### config.mk
export PLATFORM = sky130hd
export DESIGN_NAME = dsms_ctrl
export DESIGN_NICKNAME = d
export VERILOG_FILES = /design/src/hdl/dsms_pkg.sv /design/src/hdl/dsms_ctrl.sv
export VERILOG_INCLUDE_DIRS = /design/src /design/src/hdl
export SDC_FILE = /design/constraint.sdc
export NUM_CORES = 1
export LEC_CHECK = 0
export BUFFER_PORTS_ARGS = -buffer_cell sky130_fd_sc_hd__buf_2
export CAP_MARGIN = 20
export CORE_MARGIN = 4
export CORE_UTILIZATION = 38
export DETAILED_ROUTE_END_ITERATION = 6
export PLACE_DENSITY = 0.81
export REMOVE_ABC_BUFFERS = 1
export SYNTH_ARGS = -nofsm -noshare
export SYNTH_HDL_FRONTEND = slang
export SYNTH_SLANG_ARGS = --single-unit
### constraint.sdc
create_clock -name clk -period 1.4 [get_ports clk]
set_clock_uncertainty 0.2 [all_clocks]
set_input_delay 0.14 -clock clk [delete_from_list [all_inputs] [get_ports clk]]
set_output_delay 0.14 -clock clk [all_outputs]
set_load 0.01 [all_outputs]
### src/hdl/assert_macros.svh
// Assertion macros for the spring-mass step block.
`ifndef ASSERT_MACROS_SVH
`define ASSERT_MACROS_SVH
`ifndef SYNTHESIS
`define ASSERT_CLK(label, prop) \
  label: assert property (@(posedge clk) disable iff (!rst_n) prop) else $error("%m failed");
`define ASSERT_RST(label, prop) \
  label: assert property (@(posedge clk) prop) else $error("%m failed");
`else
`define ASSERT_CLK(label, prop)
`define ASSERT_RST(label, prop)
`endif
`endif

### src/hdl/dsms_pkg.sv
// Shared types and constants for the spring-mass step block.
package dsms_pkg;
  localparam int MAX_SUBSTEPS_DEF = 7;
  localparam int FRAC_BITS_DEF    = 16;

  localparam logic [2:0] REG_ANCHOR_X = 3'd0;
  localparam logic [2:0] REG_ANCHOR_Y = 3'd1;
  localparam logic [2:0] REG_REST     = 3'd2;
  localparam logic [2:0] REG_STIFF    = 3'd3;
  localparam logic [2:0] REG_DAMP     = 3'd4;
  localparam logic [2:0] REG_INVM     = 3'd5;
  localparam logic [2:0] REG_DT       = 3'd6;
  localparam logic [2:0] REG_RADIUS   = 3'd7;

  typedef enum logic [4:0] {
    S_IDLE, S_DIFF, S_SQ, S_SQRT, S_EXT, S_FM, S_FXM, S_DIVX, S_DIVY,
    S_DAMP, S_FORCE, S_HIT1, S_HIT2, S_ACC, S_VEL, S_VADD, S_POS, S_PADD, S_PSUM,
    S_DONE
  } state_t;

  typedef struct packed {
    logic load;
    logic diff;
    logic sq;
    logic sqrt_start;
    logic ext;
    logic fm;
    logic fxm;
    logic div_start;
    logic div_sel_y;
    logic damp;
    logic fnet;
    logic hit1;
    logic hit2;
    logic acc;
    logic vel;
    logic vadd;
    logic pos;
    logic padd;
  } cmd_t;

  typedef struct packed {
    logic sqrt_busy;
    logic div_busy;
    logic len_zero;
    logic steps_left;
  } stat_t;

  function automatic logic signed [31:0] sat32(input logic signed [65:0] v);
    if (v > 66'sd2147483647) return 32'sh7fffffff;
    if (v < -66'sd2147483648) return 32'sh80000000;
    return v[31:0];
  endfunction
endpackage

### src/hdl/dsms_ctrl.sv
// Frame sequencer issuing datapath commands.
`include "assert_macros.svh"
module dsms_ctrl import dsms_pkg::*; (
  input  logic  clk,
  input  logic  rst_n,
  input  logic  in_valid,
  output logic  in_ready,
  output logic  out_valid,
  input  logic  out_ready,
  input  stat_t stat,
  output cmd_t  cmd
);
  state_t state_r, state_nxt;

  always_ff @(posedge clk) begin
    if (!rst_n) state_r <= S_IDLE;
    else state_r <= state_nxt;
  end

  always_comb begin
    state_nxt = state_r;
    cmd = '0;
    in_ready = 1'b0;
    out_valid = 1'b0;
    unique case (state_r)
      S_IDLE: begin
        in_ready = 1'b1;
        if (in_valid) begin cmd.load = 1'b1; state_nxt = S_DIFF; end
      end
      S_DIFF:  begin cmd.diff = 1'b1; state_nxt = S_SQ; end
      S_SQ:    begin cmd.sq = 1'b1; state_nxt = S_SQRT; end
      S_SQRT:  begin cmd.sqrt_start = 1'b1; state_nxt = S_EXT; end
      S_EXT: begin
        if (!stat.sqrt_busy) begin cmd.ext = 1'b1; state_nxt = S_FM; end
      end
      S_FM:    begin cmd.fm = 1'b1; state_nxt = S_FXM; end
      S_FXM:   begin cmd.fxm = 1'b1; state_nxt = S_DIVX; end
      S_DIVX:  begin cmd.div_start = 1'b1; state_nxt = S_DIVY; end
      S_DIVY: begin
        if (!stat.div_busy) begin
          cmd.div_start = 1'b1; cmd.div_sel_y = 1'b1; state_nxt = S_DAMP;
        end
      end
      S_DAMP: begin
        state_nxt = S_FORCE;
      end
      S_FORCE: begin
        if (!stat.div_busy) begin cmd.damp = 1'b1; state_nxt = S_HIT1; end
      end
      S_HIT1: begin cmd.fnet = 1'b1; state_nxt = S_HIT2; end
      S_HIT2: begin cmd.hit1 = 1'b1; state_nxt = S_ACC; end
      S_ACC: begin cmd.hit2 = 1'b1; state_nxt = S_VEL; end
      S_VEL: begin cmd.acc = 1'b1; state_nxt = S_VADD; end
      S_VADD: begin
        if (stat.steps_left) begin cmd.vel = 1'b1; state_nxt = S_POS; end
        else state_nxt = S_DONE;
      end
      S_POS: begin cmd.vadd = 1'b1; state_nxt = S_PADD; end
      S_PADD: begin cmd.pos = 1'b1; state_nxt = S_PSUM; end
      S_PSUM: begin cmd.padd = 1'b1; state_nxt = S_VADD; end
      S_DONE: begin
        out_valid = 1'b1;
        if (out_ready) state_nxt = S_IDLE;
      end
      default: state_nxt = S_IDLE;
    endcase
  end

  `ASSERT_RST(a_rst_idle, !rst_n |=> state_r == S_IDLE)
  `ASSERT_CLK(a_one_side, !(in_ready && out_valid))
  `ASSERT_CLK(a_out_hold, out_valid && !out_ready |=> out_valid)
  `ASSERT_CLK(a_sqrt_idle, cmd.sqrt_start |-> !stat.sqrt_busy)
  `ASSERT_CLK(a_div_idle, cmd.div_start |-> !stat.div_busy)
endmodule
==> results.py, run 1 <==
metrics = {
    "synthesis": {
        "postSynthRegisterBits": 5,
        "synth-compound-area-share": 0.1932,
        "synth_cells": 81,
        "synth_top_family_by_area": "simple AND/OR/NAND/NOR gates",
        "edff_count_synth": 0,
        "most_frequently_used_flop_master_after_synthesis": "dfxtp_1",
        "synth_xor_area_frac": 0.03382,
        "post_synth_fa_ha_maj_area_fraction": 0,
        "share_of_cell_area_taken_by_muxes_after_synthesis": 0.01932,
        "synthSimpleGateAreaFrac": 0.5024,
        "ys_types": 29,
        "mean_cell_area_of_the_mapped_netlist_um2": 6.395,
        "synthesis.yosys.warnings": 0,
        "synth.cell_area_um2": 518.0,
        "fraction_of_registers_with_async_set_reset": 0,
        "synth_seq_area_share": 0.1932,
    },
    "critical_path": {
        "crit_arrival_ps": 1440,
        "crit_path_max_fanout": 2,
        "startpoint_type": "flop",
        "critPathRequiredTime_ps": 1060,
        "critical_path_sink_type": "output port",
        "worst-setup-path-type": "flop to output port",
        "reg2reg_slack_ps": -210,
    },
    "routing": {
        "drt-total-wl_mm": 2.557,
        "post_route_antenna_net_violation_count": 0,
        "routed-via-count": 834,
        "drt_iter0_drc": 17,
        "first_pass_iters": 4,
        "drt-vias-per-instance": 5.752,
        "drc_errors": 0,
        "detail_routed_net_length_per_standard_cell_um": 17.63,
    },
    "finish": {
        "seq_area_um2": 113.9,
        "multi_input_gate_area_um2": 536.8,
        "nets": 139,
        "largest_register_ff_count": 5,
        "top_register": "state_r",
        "area_growth_pct": 111.8,
        "stdcell_area_um2": 1097,
        "fillers": 62,
        "diodes": 0,
        "layout_top_registers": "state_r (5)",
        "layout-drive-gt1-share": 0.6615,
    },
    "power_and_ir_drop": {
        "power.leakage_nw": 0.4856,
        "post-layout-total-power_mw": 1.706,
        "power.density_nw_per_um2": 1555,
        "ir_worst_vdd_mv": 0.9591,
    },
    "grt": {
        "antenna_found_initial": 0,
        "first_pass_grt_wire_length_mm": 3.008,
        "residual_overflow_from_global_routing": 0,
        "grt_start_max_net_pins": 14,
        "first_global_vias": 672,
        "groute.usage.overall": 0.1989,
    },
    "place": {
        "place_congestion": 0.8811,
        "place.port_buffers": 26,
        "place_worst_setup_slack_ps": -119.3,
        "place_hpwl_mm": 1.313,
        "placed_cell_area_um2": 753.2,
    },
    "cts": {
        "max-clock-path-buffers": 2,
        "clk_pin_slew_ps": 50,
        "tritoncts_clock_tree": "built",
        "clk-insertion-delay-late_ps": 250,
        "cts_num_sinks": 5,
        "cts_buffers": 3,
        "cts_root_buffer": "clkbuf_4",
        "cts_htree_levels": 1,
    },
    "min_path": {
        "min-delay-path-class": "input pin to flop",
    },
    "floorplanning": {
        "dieWidth_um": 44.92,
        "io_pins": 28,
        "fp.dieH_um": 44.92,
        "std_cell_rows": 13,
        "floorplan.initialDensity": 0.4031,
        "core_area_um2": 1285,
        "die-area_um2": 2018,
    },
    "timing": {
        "finalMaxSlewViolations": 0,
        "final_hold_viol_count": 0,
        "rsz0062_at_grt": "true",
        "timing.final.crit_period_ps": 1781,
        "period_share": 1.272,
        "achievable-frequency_mhz": 561.4,
        "setup_slack_ps": -381.3,
        "timing_worst_slew_pin_value_ps": 313.5,
        "setup_viol": 24,
        "relSlewSlack": 0.7894,
    },
    "run": {
        "cap_viol_max_count": 0,
    },
    "status": {
        "violations": "setup timing",
        "outcome": "finished, violations left",
    },
}
-- power breakdown --
part	total, mW	leakage (nW)	switching (mW)	internal [mW]
clock	0.176	0.0150	0.0673	0.108
sequential	0.243	0.0438	0.0484	0.194
combinational	1.29	0.427	0.660	0.628
total	1.71	0.486	0.776	0.930
-- repair_timing --
| item | 4_1_cts | 5_1_grt |
|---|---|---|
| setup endpoints to repair | 22 | 25 |
| resized for setup | 27 | 37 |
| hold endpoints to repair | 4 | 0 |
| setup buffers | 3 | 6 |
| pin swaps | 9 | 10 |
| hold buffers | 1 | 0 |
-- synthesized netlist by cell type, types with 2 or more instances --
master | number | area, um^2
xor2_1 | 2 | 17.52
o21a_1 | 2 | 15.01
nand2_1 | 10 | 37.54
dfxtp_1 | 5 | 100.1
buf_2 | 3 | 15.01
nand2b_1 | 4 | 25.02
o21ai_0 | 2 | 10.01
nor2_1 | 15 | 56.30
nor2b_1 | 3 | 18.77
nand4b_1 | 3 | 26.28
a21oi_1 | 3 | 15.01
a31oi_1 | 2 | 12.51
clkbuf_1 | 2 | 7.510
nor3_1 | 10 | 50.05
-- layer usage --
layer / track usage / up-vias / share of wire
met4: 0.09942 / 0 / 0.044
met2: 0.3390 / 30 / 0.52
met5: 0 / - / 0
met3: 0.01992 / 12 / 0.037
li1: - / 385 / -
met1: 0.2452 / 407 / 0.40
-- logic make-up after synthesis --
| logic type | count (synthesis) |
|---|---|
| AND/OR/NAND/NOR | 52 |
| XOR/XNOR | 2 |
| multiplexers | 1 |
| AO/OA/AOI/OAI | 14 |
| buffers and inverters | 7 |
| flip-flops | 5 |
-- cell usage in the layout (no fill, tap or decap), drive strengths merged --
| master | n |
|---|---|
| nor4 | 1 |
| and3 | 1 |
| nand4 | 1 |
| clkbuf | 4 |
| inv | 1 |
| mux2i | 1 |
| nand3b | 1 |
| a31oi | 2 |
| nor2b | 3 |
| o21ai | 2 |
| or2 | 1 |
| o2bb2ai | 1 |
| nor2 | 15 |
| a21oi | 3 |
| o21a | 2 |
| a311oi | 1 |
| xor2 | 2 |
| dfxtp | 5 |
| a21boi | 1 |
| nor3 | 10 |
| or3 | 1 |
| or4 | 1 |
| nand2 | 10 |
| dlygate4sd3 | 1 |
| nand4b | 3 |
| nand2b | 4 |
| a211oi | 1 |
| buf | 50 |
| o311a | 1 |
-- critical path, cell delays in order, from the launching register on --
cell	delay (ps)
dfxtp_2	330
nand2b_4	140
or4_4	430
a21oi_2	140
buf_2	140
-- layout make-up --
type	count	share of cell area
timing repair buffer	51	0.3603
clock buffer	4	0.02395
multi-input combinational	69	0.4892
tap	15	0.01710
inverter	1	0.005701
sequential	5	0.1038
-- worst paths after layout --
check	endpoint	cells past startpoint	start
worst max-delay path	cmd[10]	4	state_r[0]$_SDFFE_PN0P_
worst min-delay path	state_r[1]$_SDFFE_PN0P_	4	stat[0]
worst max register to register	state_r[1]$_SDFFE_PN0P_	6	state_r[2]$_SDFFE_PN0P_
worst min register to register	state_r[1]$_SDFFE_PN0P_	3	state_r[1]$_SDFFE_PN0P_
-- stage by stage --
step / util / setup TNS [ps] / instances / hold WS [ps]
4_1_cts: 0.7108 / -4946 / 139 / 31.11
6_report: 0.8539 / -5251 / 145 / 22.73
2_1_floorplan: - / -785.5 / 75 / 57.50
3_5_place_dp: 0.5862 / -457.0 / 131 / 233.0
5_1_grt: 0.8539 / -6222 / 145 / 33.39
3_3_place_gp: 0.5862 / -352.9 / 131 / 225.5
Note: power is estimated with default switching activity, not from simulation.
==> run 2, diff against run 1 <==
--- a/config.mk
+++ b/config.mk
@@ -6,7 +6,7 @@
 export SDC_FILE = /design/constraint.sdc
 export NUM_CORES = 1
 export LEC_CHECK = 0
-export BUFFER_PORTS_ARGS = -buffer_cell sky130_fd_sc_hd__buf_2
+export BUFFER_PORTS_ARGS = -buffer_cell sky130_fd_sc_hd__buf_4
 export CAP_MARGIN = 20
 export CORE_MARGIN = 4
 export CORE_UTILIZATION = 38
==> run 2 against run 1 <==
Compared with the run above:
- the run still ends with setup timing left
- setup slack gained 41 ps
- final cell count shrank 2.8%
- count of clock-buffer cells in the layout is the same
- die area is the same
- largest cell class unchanged
- highest routed layer unchanged
==> results.py, run 2 (same netlist as run 1, synthesis figures left out) <==
metrics = {
    "power_and_ir_drop": {
        "ir_worst_vdd_mv": 0.9299,
        "power.density_nw_per_um2": 1425,
        "power.leakage_nw": 0.4590,
    },
    "cts": {
        "cts_root_buffer": "clkbuf_4",
        "max-clock-path-buffers": 2,
        "cts_buffers": 3,
        "tritoncts_clock_tree": "built",
        "cts_htree_levels": 1,
        "clk_pin_slew_ps": 50,
        "cts_num_sinks": 5,
        "clk-insertion-delay-late_ps": 260,
    },
    "critical_path": {
        "critical_path_sink_type": "output port",
        "critPathRequiredTime_ps": 1060,
        "rr_worst_depth": 6,
        "reg2reg_slack_ps": -220,
        "crit-reg2reg-capture": "state_r[1]$_SDFFE_PN0P_",
        "critPathCapture": "cmd[10]",
        "crit_path_max_fanout": 2,
        "crit_arrival_ps": 1400,
        "startpoint_type": "flop",
        "worst-setup-path-type": "flop to output port",
        "critical_path.reg2reg.startpoint": "state_r[2]$_SDFFE_PN0P_",
        "worst_setup_path_startpoint": "state_r[0]$_SDFFE_PN0P_",
    },
    "place": {
        "place_hpwl_mm": 1.343,
        "place.port_buffers": 26,
        "place_congestion": 0.8125,
    },
    "grt": {
        "grt_start_max_net_pins": 14,
        "antenna_found_initial": 0,
        "groute.usage.overall": 0.2264,
        "first_pass_grt_wire_length_mm": 3.318,
        "first_global_vias": 714,
        "residual_overflow_from_global_routing": 0,
    },
    "timing": {
        "rsz0062_at_grt": "true",
        "setup_viol": 23,
        "achievable-frequency_mhz": 574.7,
        "timing.final.crit_period_ps": 1740,
        "hold_ws_ps": 15.26,
        "setup-tns-final_ps": -4563,
        "final_hold_viol_count": 0,
        "relSlewSlack": 0.8129,
        "period_share": 1.243,
        "setup_slack_ps": -340.0,
        "finalMaxSlewViolations": 0,
        "timing_worst_slew_pin_value_ps": 278.7,
    },
    "finish": {
        "final_common_cell": "buf_4",
        "area_growth_pct": 103.6,
        "post-route-util": 0.8208,
        "layout-drive-gt1-share": 0.6270,
        "diodes": 0,
        "top_register": "state_r",
        "layout_top_registers": "state_r (5)",
        "largest_register_ff_count": 5,
        "mostFrequentLayoutCells": "buf_4, nor2_1, nand2_1, buf_6, nor3_2",
        "nets": 135,
    },
    "routing": {
        "routed-via-count": 818,
        "drt-vias-per-instance": 5.801,
        "drt-total-wl_mm": 2.333,
        "post_route_antenna_net_violation_count": 0,
        "drt_iter0_drc": 20,
        "detail_routed_net_length_per_standard_cell_um": 16.55,
        "drc_errors": 0,
        "first_pass_iters": 4,
    },
    "min_path": {
        "min-delay-path-class": "input pin to flop",
        "launch_point_of_the_worst_hold_path": "stat[0]",
    },
    "floorplanning": {
        "io_pins": 28,
        "fp.dieH_um": 44.92,
        "floorplan.initialDensity": 0.4031,
        "std_cell_rows": 13,
        "core_area_um2": 1285,
        "dieWidth_um": 44.92,
        "die-area_um2": 2018,
    },
    "status": {
        "violations": "setup timing",
        "outcome": "finished, violations left",
    },
    "run": {
        "cap_viol_max_count": 0,
    },
}
## run 2: cell count changes in the layout (fill, tap and decap cells not counted), sizes merged
cell | previous run | this run
buf | 50 | 46
## run 2: what timing repair did
| action | CTS | global route |
|---|---|---|
| endpoints found under the hold margin | 5 | 0 |
| gates resized for setup | 26 | 16 |
| setup endpoints to repair | 22 | 25 |
| pin swaps | 7 | 1 |
| buffers inserted | 6 | 3 |
| hold buffers | 1 | 0 |
## run 2: worst max-delay path, cell delays in order (launching register included)
cell and delay [ps]:
dfxtp_2 310, nand2b_4 130, or4_4 430, a21oi_2 130
buf_4 130
## run 2: worst min-delay path by stage
stage | endpoint | cells past startpoint | slack [ps]
after floorplan | state_r[2]$_SDFFE_PN0P_ | 1 | 60
after global placement | state_r[2]$_SDFFE_PN0P_ | 2 | 190
after detailed placement | state_r[2]$_SDFFE_PN0P_ | 2 | 210
after CTS | state_r[1]$_SDFFE_PN0P_ | 4 | 10
after global routing | state_r[1]$_SDFFE_PN0P_ | 4 | 30
final | state_r[1]$_SDFFE_PN0P_ | 4 | 20
## run 2: final cells by class
cell class / count / area [um^2]
sequential: 5 / 108.9
timing repair buffer: 47 / 385.4
multi-input combinational: 69 / 511.7
inverter: 1 / 3.754
clock buffer: 4 / 26.28
fill: 83 / 230.2
tap: 15 / 18.77
## run 2: where the power goes
group / internal [mW] / switching [mW] / total, mW / leakage [nW]
combinational: 0.505 / 0.586 / 1.09 / 0.401
clock: 0.109 / 0.0735 / 0.182 / 0.0150
sequential: 0.188 / 0.0419 / 0.229 / 0.0432
total: 0.801 / 0.702 / 1.50 / 0.459
## run 2: stage by stage
stage / total power, mW / cell area [um^2] / instances / setup WS [ps]
2_1_floorplan: 0.6573 / 491.7 / 75 / -240.6
3_3_place_gp: 1.000 / 810.8 / 130 / -97.57
3_5_place_dp: 1.016 / 810.8 / 130 / -139.2
4_1_cts: 1.380 / 994.7 / 140 / -324.2
5_1_grt: 1.577 / 1055 / 141 / -372.1
6_report: 1.503 / 1055 / 141 / -340.0
## run 2: per-layer routing
layer	vias up	track usage	routed length, um
met4	0	0.1228	100
met1	383	0.2758	869
li1	377	-	-
met5	-	0	0
met3	12	0.02789	152
met2	46	0.3814	1210
==> run 3, diff against run 2 <==
--- a/config.mk
+++ b/config.mk
@@ -11,6 +11,7 @@
 export CORE_MARGIN = 4
 export CORE_UTILIZATION = 38
 export DETAILED_ROUTE_END_ITERATION = 6
+export GPL_TIMING_DRIVEN = 0
 export PLACE_DENSITY = 0.81
 export REMOVE_ABC_BUFFERS = 1
 export SYNTH_ARGS = -nofsm -noshare
==> run 3 against run 2 <==
Compared with the run above:
- the run still ends with setup timing left
- count of clock-buffer cells in the layout did not move
- clock power shrank 3%
- via count increased by 7.5%
- maximum frequency fell by 3.6%
- cell area grew 4.5%
- core utilization increased by 3.7 points
- register-to-register slack got worse by 130 ps
- critical path type unchanged
- critical endpoint is now cmd[17]
- largest cell class unchanged
==> results.py, run 3 (same netlist as run 1, synthesis figures left out) <==
metrics = {
    "cts": {
        "clk_pin_slew_ps": 50,
        "cts_num_sinks": 5,
        "max-clock-path-buffers": 2,
        "cts_htree_levels": 1,
        "cts_root_buffer": "clkbuf_4",
        "clk-insertion-delay-late_ps": 250,
        "tritoncts_clock_tree": "built",
        "cts_buffers": 3,
    },
    "critical_path": {
        "reg2reg_slack_ps": -350,
        "critPathRequiredTime_ps": 1060,
        "crit_arrival_ps": 1460,
        "rr_worst_depth": 5,
        "worst-setup-path-type": "flop to output port",
        "critical_path.reg2reg.startpoint": "state_r[3]$_SDFFE_PN0P_",
        "worst_setup_path_startpoint": "state_r[0]$_SDFFE_PN0P_",
        "slowest_cell_delay_on_critical_path_ps": 360,
        "path_common_cell": "buf_4",
        "worstPathCellList": "buf_4 > nor3_1 > and3_1 > buf_4",
        "critical-path-slowest-cell": "nor3_1",
        "crit-reg2reg-capture": "state_r[1]$_SDFFE_PN0P_",
        "critical_path_sink_type": "output port",
        "startpoint_type": "flop",
        "crit_path_max_fanout": 13,
    },
    "finish": {
        "multi_input_gate_area_um2": 474.2,
        "final_common_cell": "buf_4",
        "nets": 139,
        "layout-drive-gt1-share": 0.5846,
        "fillers": 77,
        "largest_register_ff_count": 5,
        "mostFrequentLayoutCells": "buf_4, buf_6, nor2_1, nand2_1, nor3_1",
        "diodes": 0,
        "layout_top_registers": "state_r (5)",
        "top_register": "state_r",
        "layoutNonFillerInstCount": 145,
        "area_growth_pct": 112.8,
        "seq_area_um2": 118.9,
    },
    "grt": {
        "first_global_vias": 838,
        "residual_overflow_from_global_routing": 0,
        "first_pass_grt_wire_length_mm": 4.119,
        "groute.usage.overall": 0.2918,
        "antenna_found_initial": 0,
        "grt_start_max_net_pins": 14,
    },
    "routing": {
        "first_pass_iters": 5,
        "routed-via-count": 879,
        "detail_routed_net_length_per_standard_cell_um": 19.03,
        "drt_iter0_drc": 33,
        "post_route_antenna_net_violation_count": 0,
        "drc_errors": 0,
        "drt-total-wl_mm": 2.759,
        "drt-vias-per-instance": 6.062,
    },
    "floorplanning": {
        "floorplan.initialDensity": 0.4031,
        "io_pins": 28,
        "die-area_um2": 2018,
        "std_cell_rows": 13,
        "fp.dieH_um": 44.92,
        "core_area_um2": 1285,
        "dieWidth_um": 44.92,
    },
    "place": {
        "place.port_buffers": 26,
        "place_congestion": 0.7673,
        "place_hpwl_mm": 1.054,
        "dpl.cell_count": 116,
        "place_worst_setup_slack_ps": -472.6,
    },
    "timing": {
        "setup_viol": 24,
        "final_hold_viol_count": 0,
        "period_share": 1.289,
        "achievable-frequency_mhz": 554.1,
        "timing.final.crit_period_ps": 1805,
        "hold_ws_ps": 39.26,
        "finalMaxSlewViolations": 0,
        "rsz0062_at_grt": "true",
        "setup-tns-final_ps": -5878,
        "setup_slack_ps": -404.8,
        "relSlewSlack": 0.7426,
        "timing_worst_slew_pin_value_ps": 383.2,
    },
    "min_path": {
        "worstHoldEndpoint": "state_r[1]$_SDFFE_PN0P_",
        "min-delay-path-class": "input pin to flop",
        "min_delay_path_depth": 4,
        "launch_point_of_the_worst_hold_path": "stat[0]",
    },
    "power_and_ir_drop": {
        "ir_worst_vdd_mv": 1.190,
        "power.leakage_nw": 0.4904,
        "power.density_nw_per_um2": 1432,
    },
    "status": {
        "outcome": "finished, violations left",
        "violations": "setup timing",
    },
    "run": {
        "cap_viol_max_count": 0,
    },
}
[run 3: cell count changes in the layout (fill, tap and decap cells not counted), sizes merged]
cell / change
buf: +3
dlygate4sd3: +1
[run 3: worst max path at each step]
stage,end,slack [ps],cells past startpoint
6_report,cmd[17],-400,4
3_5_place_dp,cmd[10],-470,4
5_1_grt,cmd[17],-470,4
3_3_place_gp,cmd[10],-470,4
4_1_cts,cmd[10],-360,4
2_1_floorplan,cmd[10],-240,3
[run 3: timing repair]
item,4_1_cts,5_1_grt
resized for setup,35,15
setup endpoints to repair,25,25
hold buffers,2,0
gates cloned,1,0
setup buffers,21,1
hold endpoints to repair,5,0
pin swaps,9,6
[run 3: area by class of cell]
cell class / count / share of cell area
sequential: 5 / 0.1078
tap: 15 / 0.01703
timing repair buffer: 51 / 0.4177
inverter: 1 / 0.003405
multi-input combinational: 69 / 0.4302
clock buffer: 4 / 0.02384
[run 3: metrics by stage]
| stage | instance area, um^2 | total power, mW | util |
|---|---|---|---|
| after floorplan | 491.7 | 0.6573 | - |
| final | 1102 | 1.579 | 0.8578 |
| after global routing | 1102 | 1.659 | 0.8578 |
| after CTS | 1049 | 1.428 | 0.8160 |
| after detailed placement | 705.7 | 0.8803 | 0.5492 |
| after global placement | 705.7 | 0.8676 | 0.5492 |
[run 3: per-layer routing]
layer | track usage | routed length, um | share of wire
met1 | 0.3293 | 1019 | 0.37
met5 | 0 | 0 | 0
met4 | 0.1988 | 157 | 0.057
met2 | 0.4915 | 1352 | 0.49
met3 | 0.05179 | 231 | 0.084
[run 3: where the power goes]
group / leakage, nW / internal (mW) / switching, mW
sequential: 0.0444 / 0.196 / 0.0585
clock: 0.0150 / 0.108 / 0.0688
combinational: 0.431 / 0.556 / 0.591
total: 0.490 / 0.860 / 0.719
[run 3: critical path, delay by kind of cell, from the launching register on]
kind,cells,cell delay [ps]
buffers and inverters,2,300
DFF,1,340
and+or+nand+nor,2,570
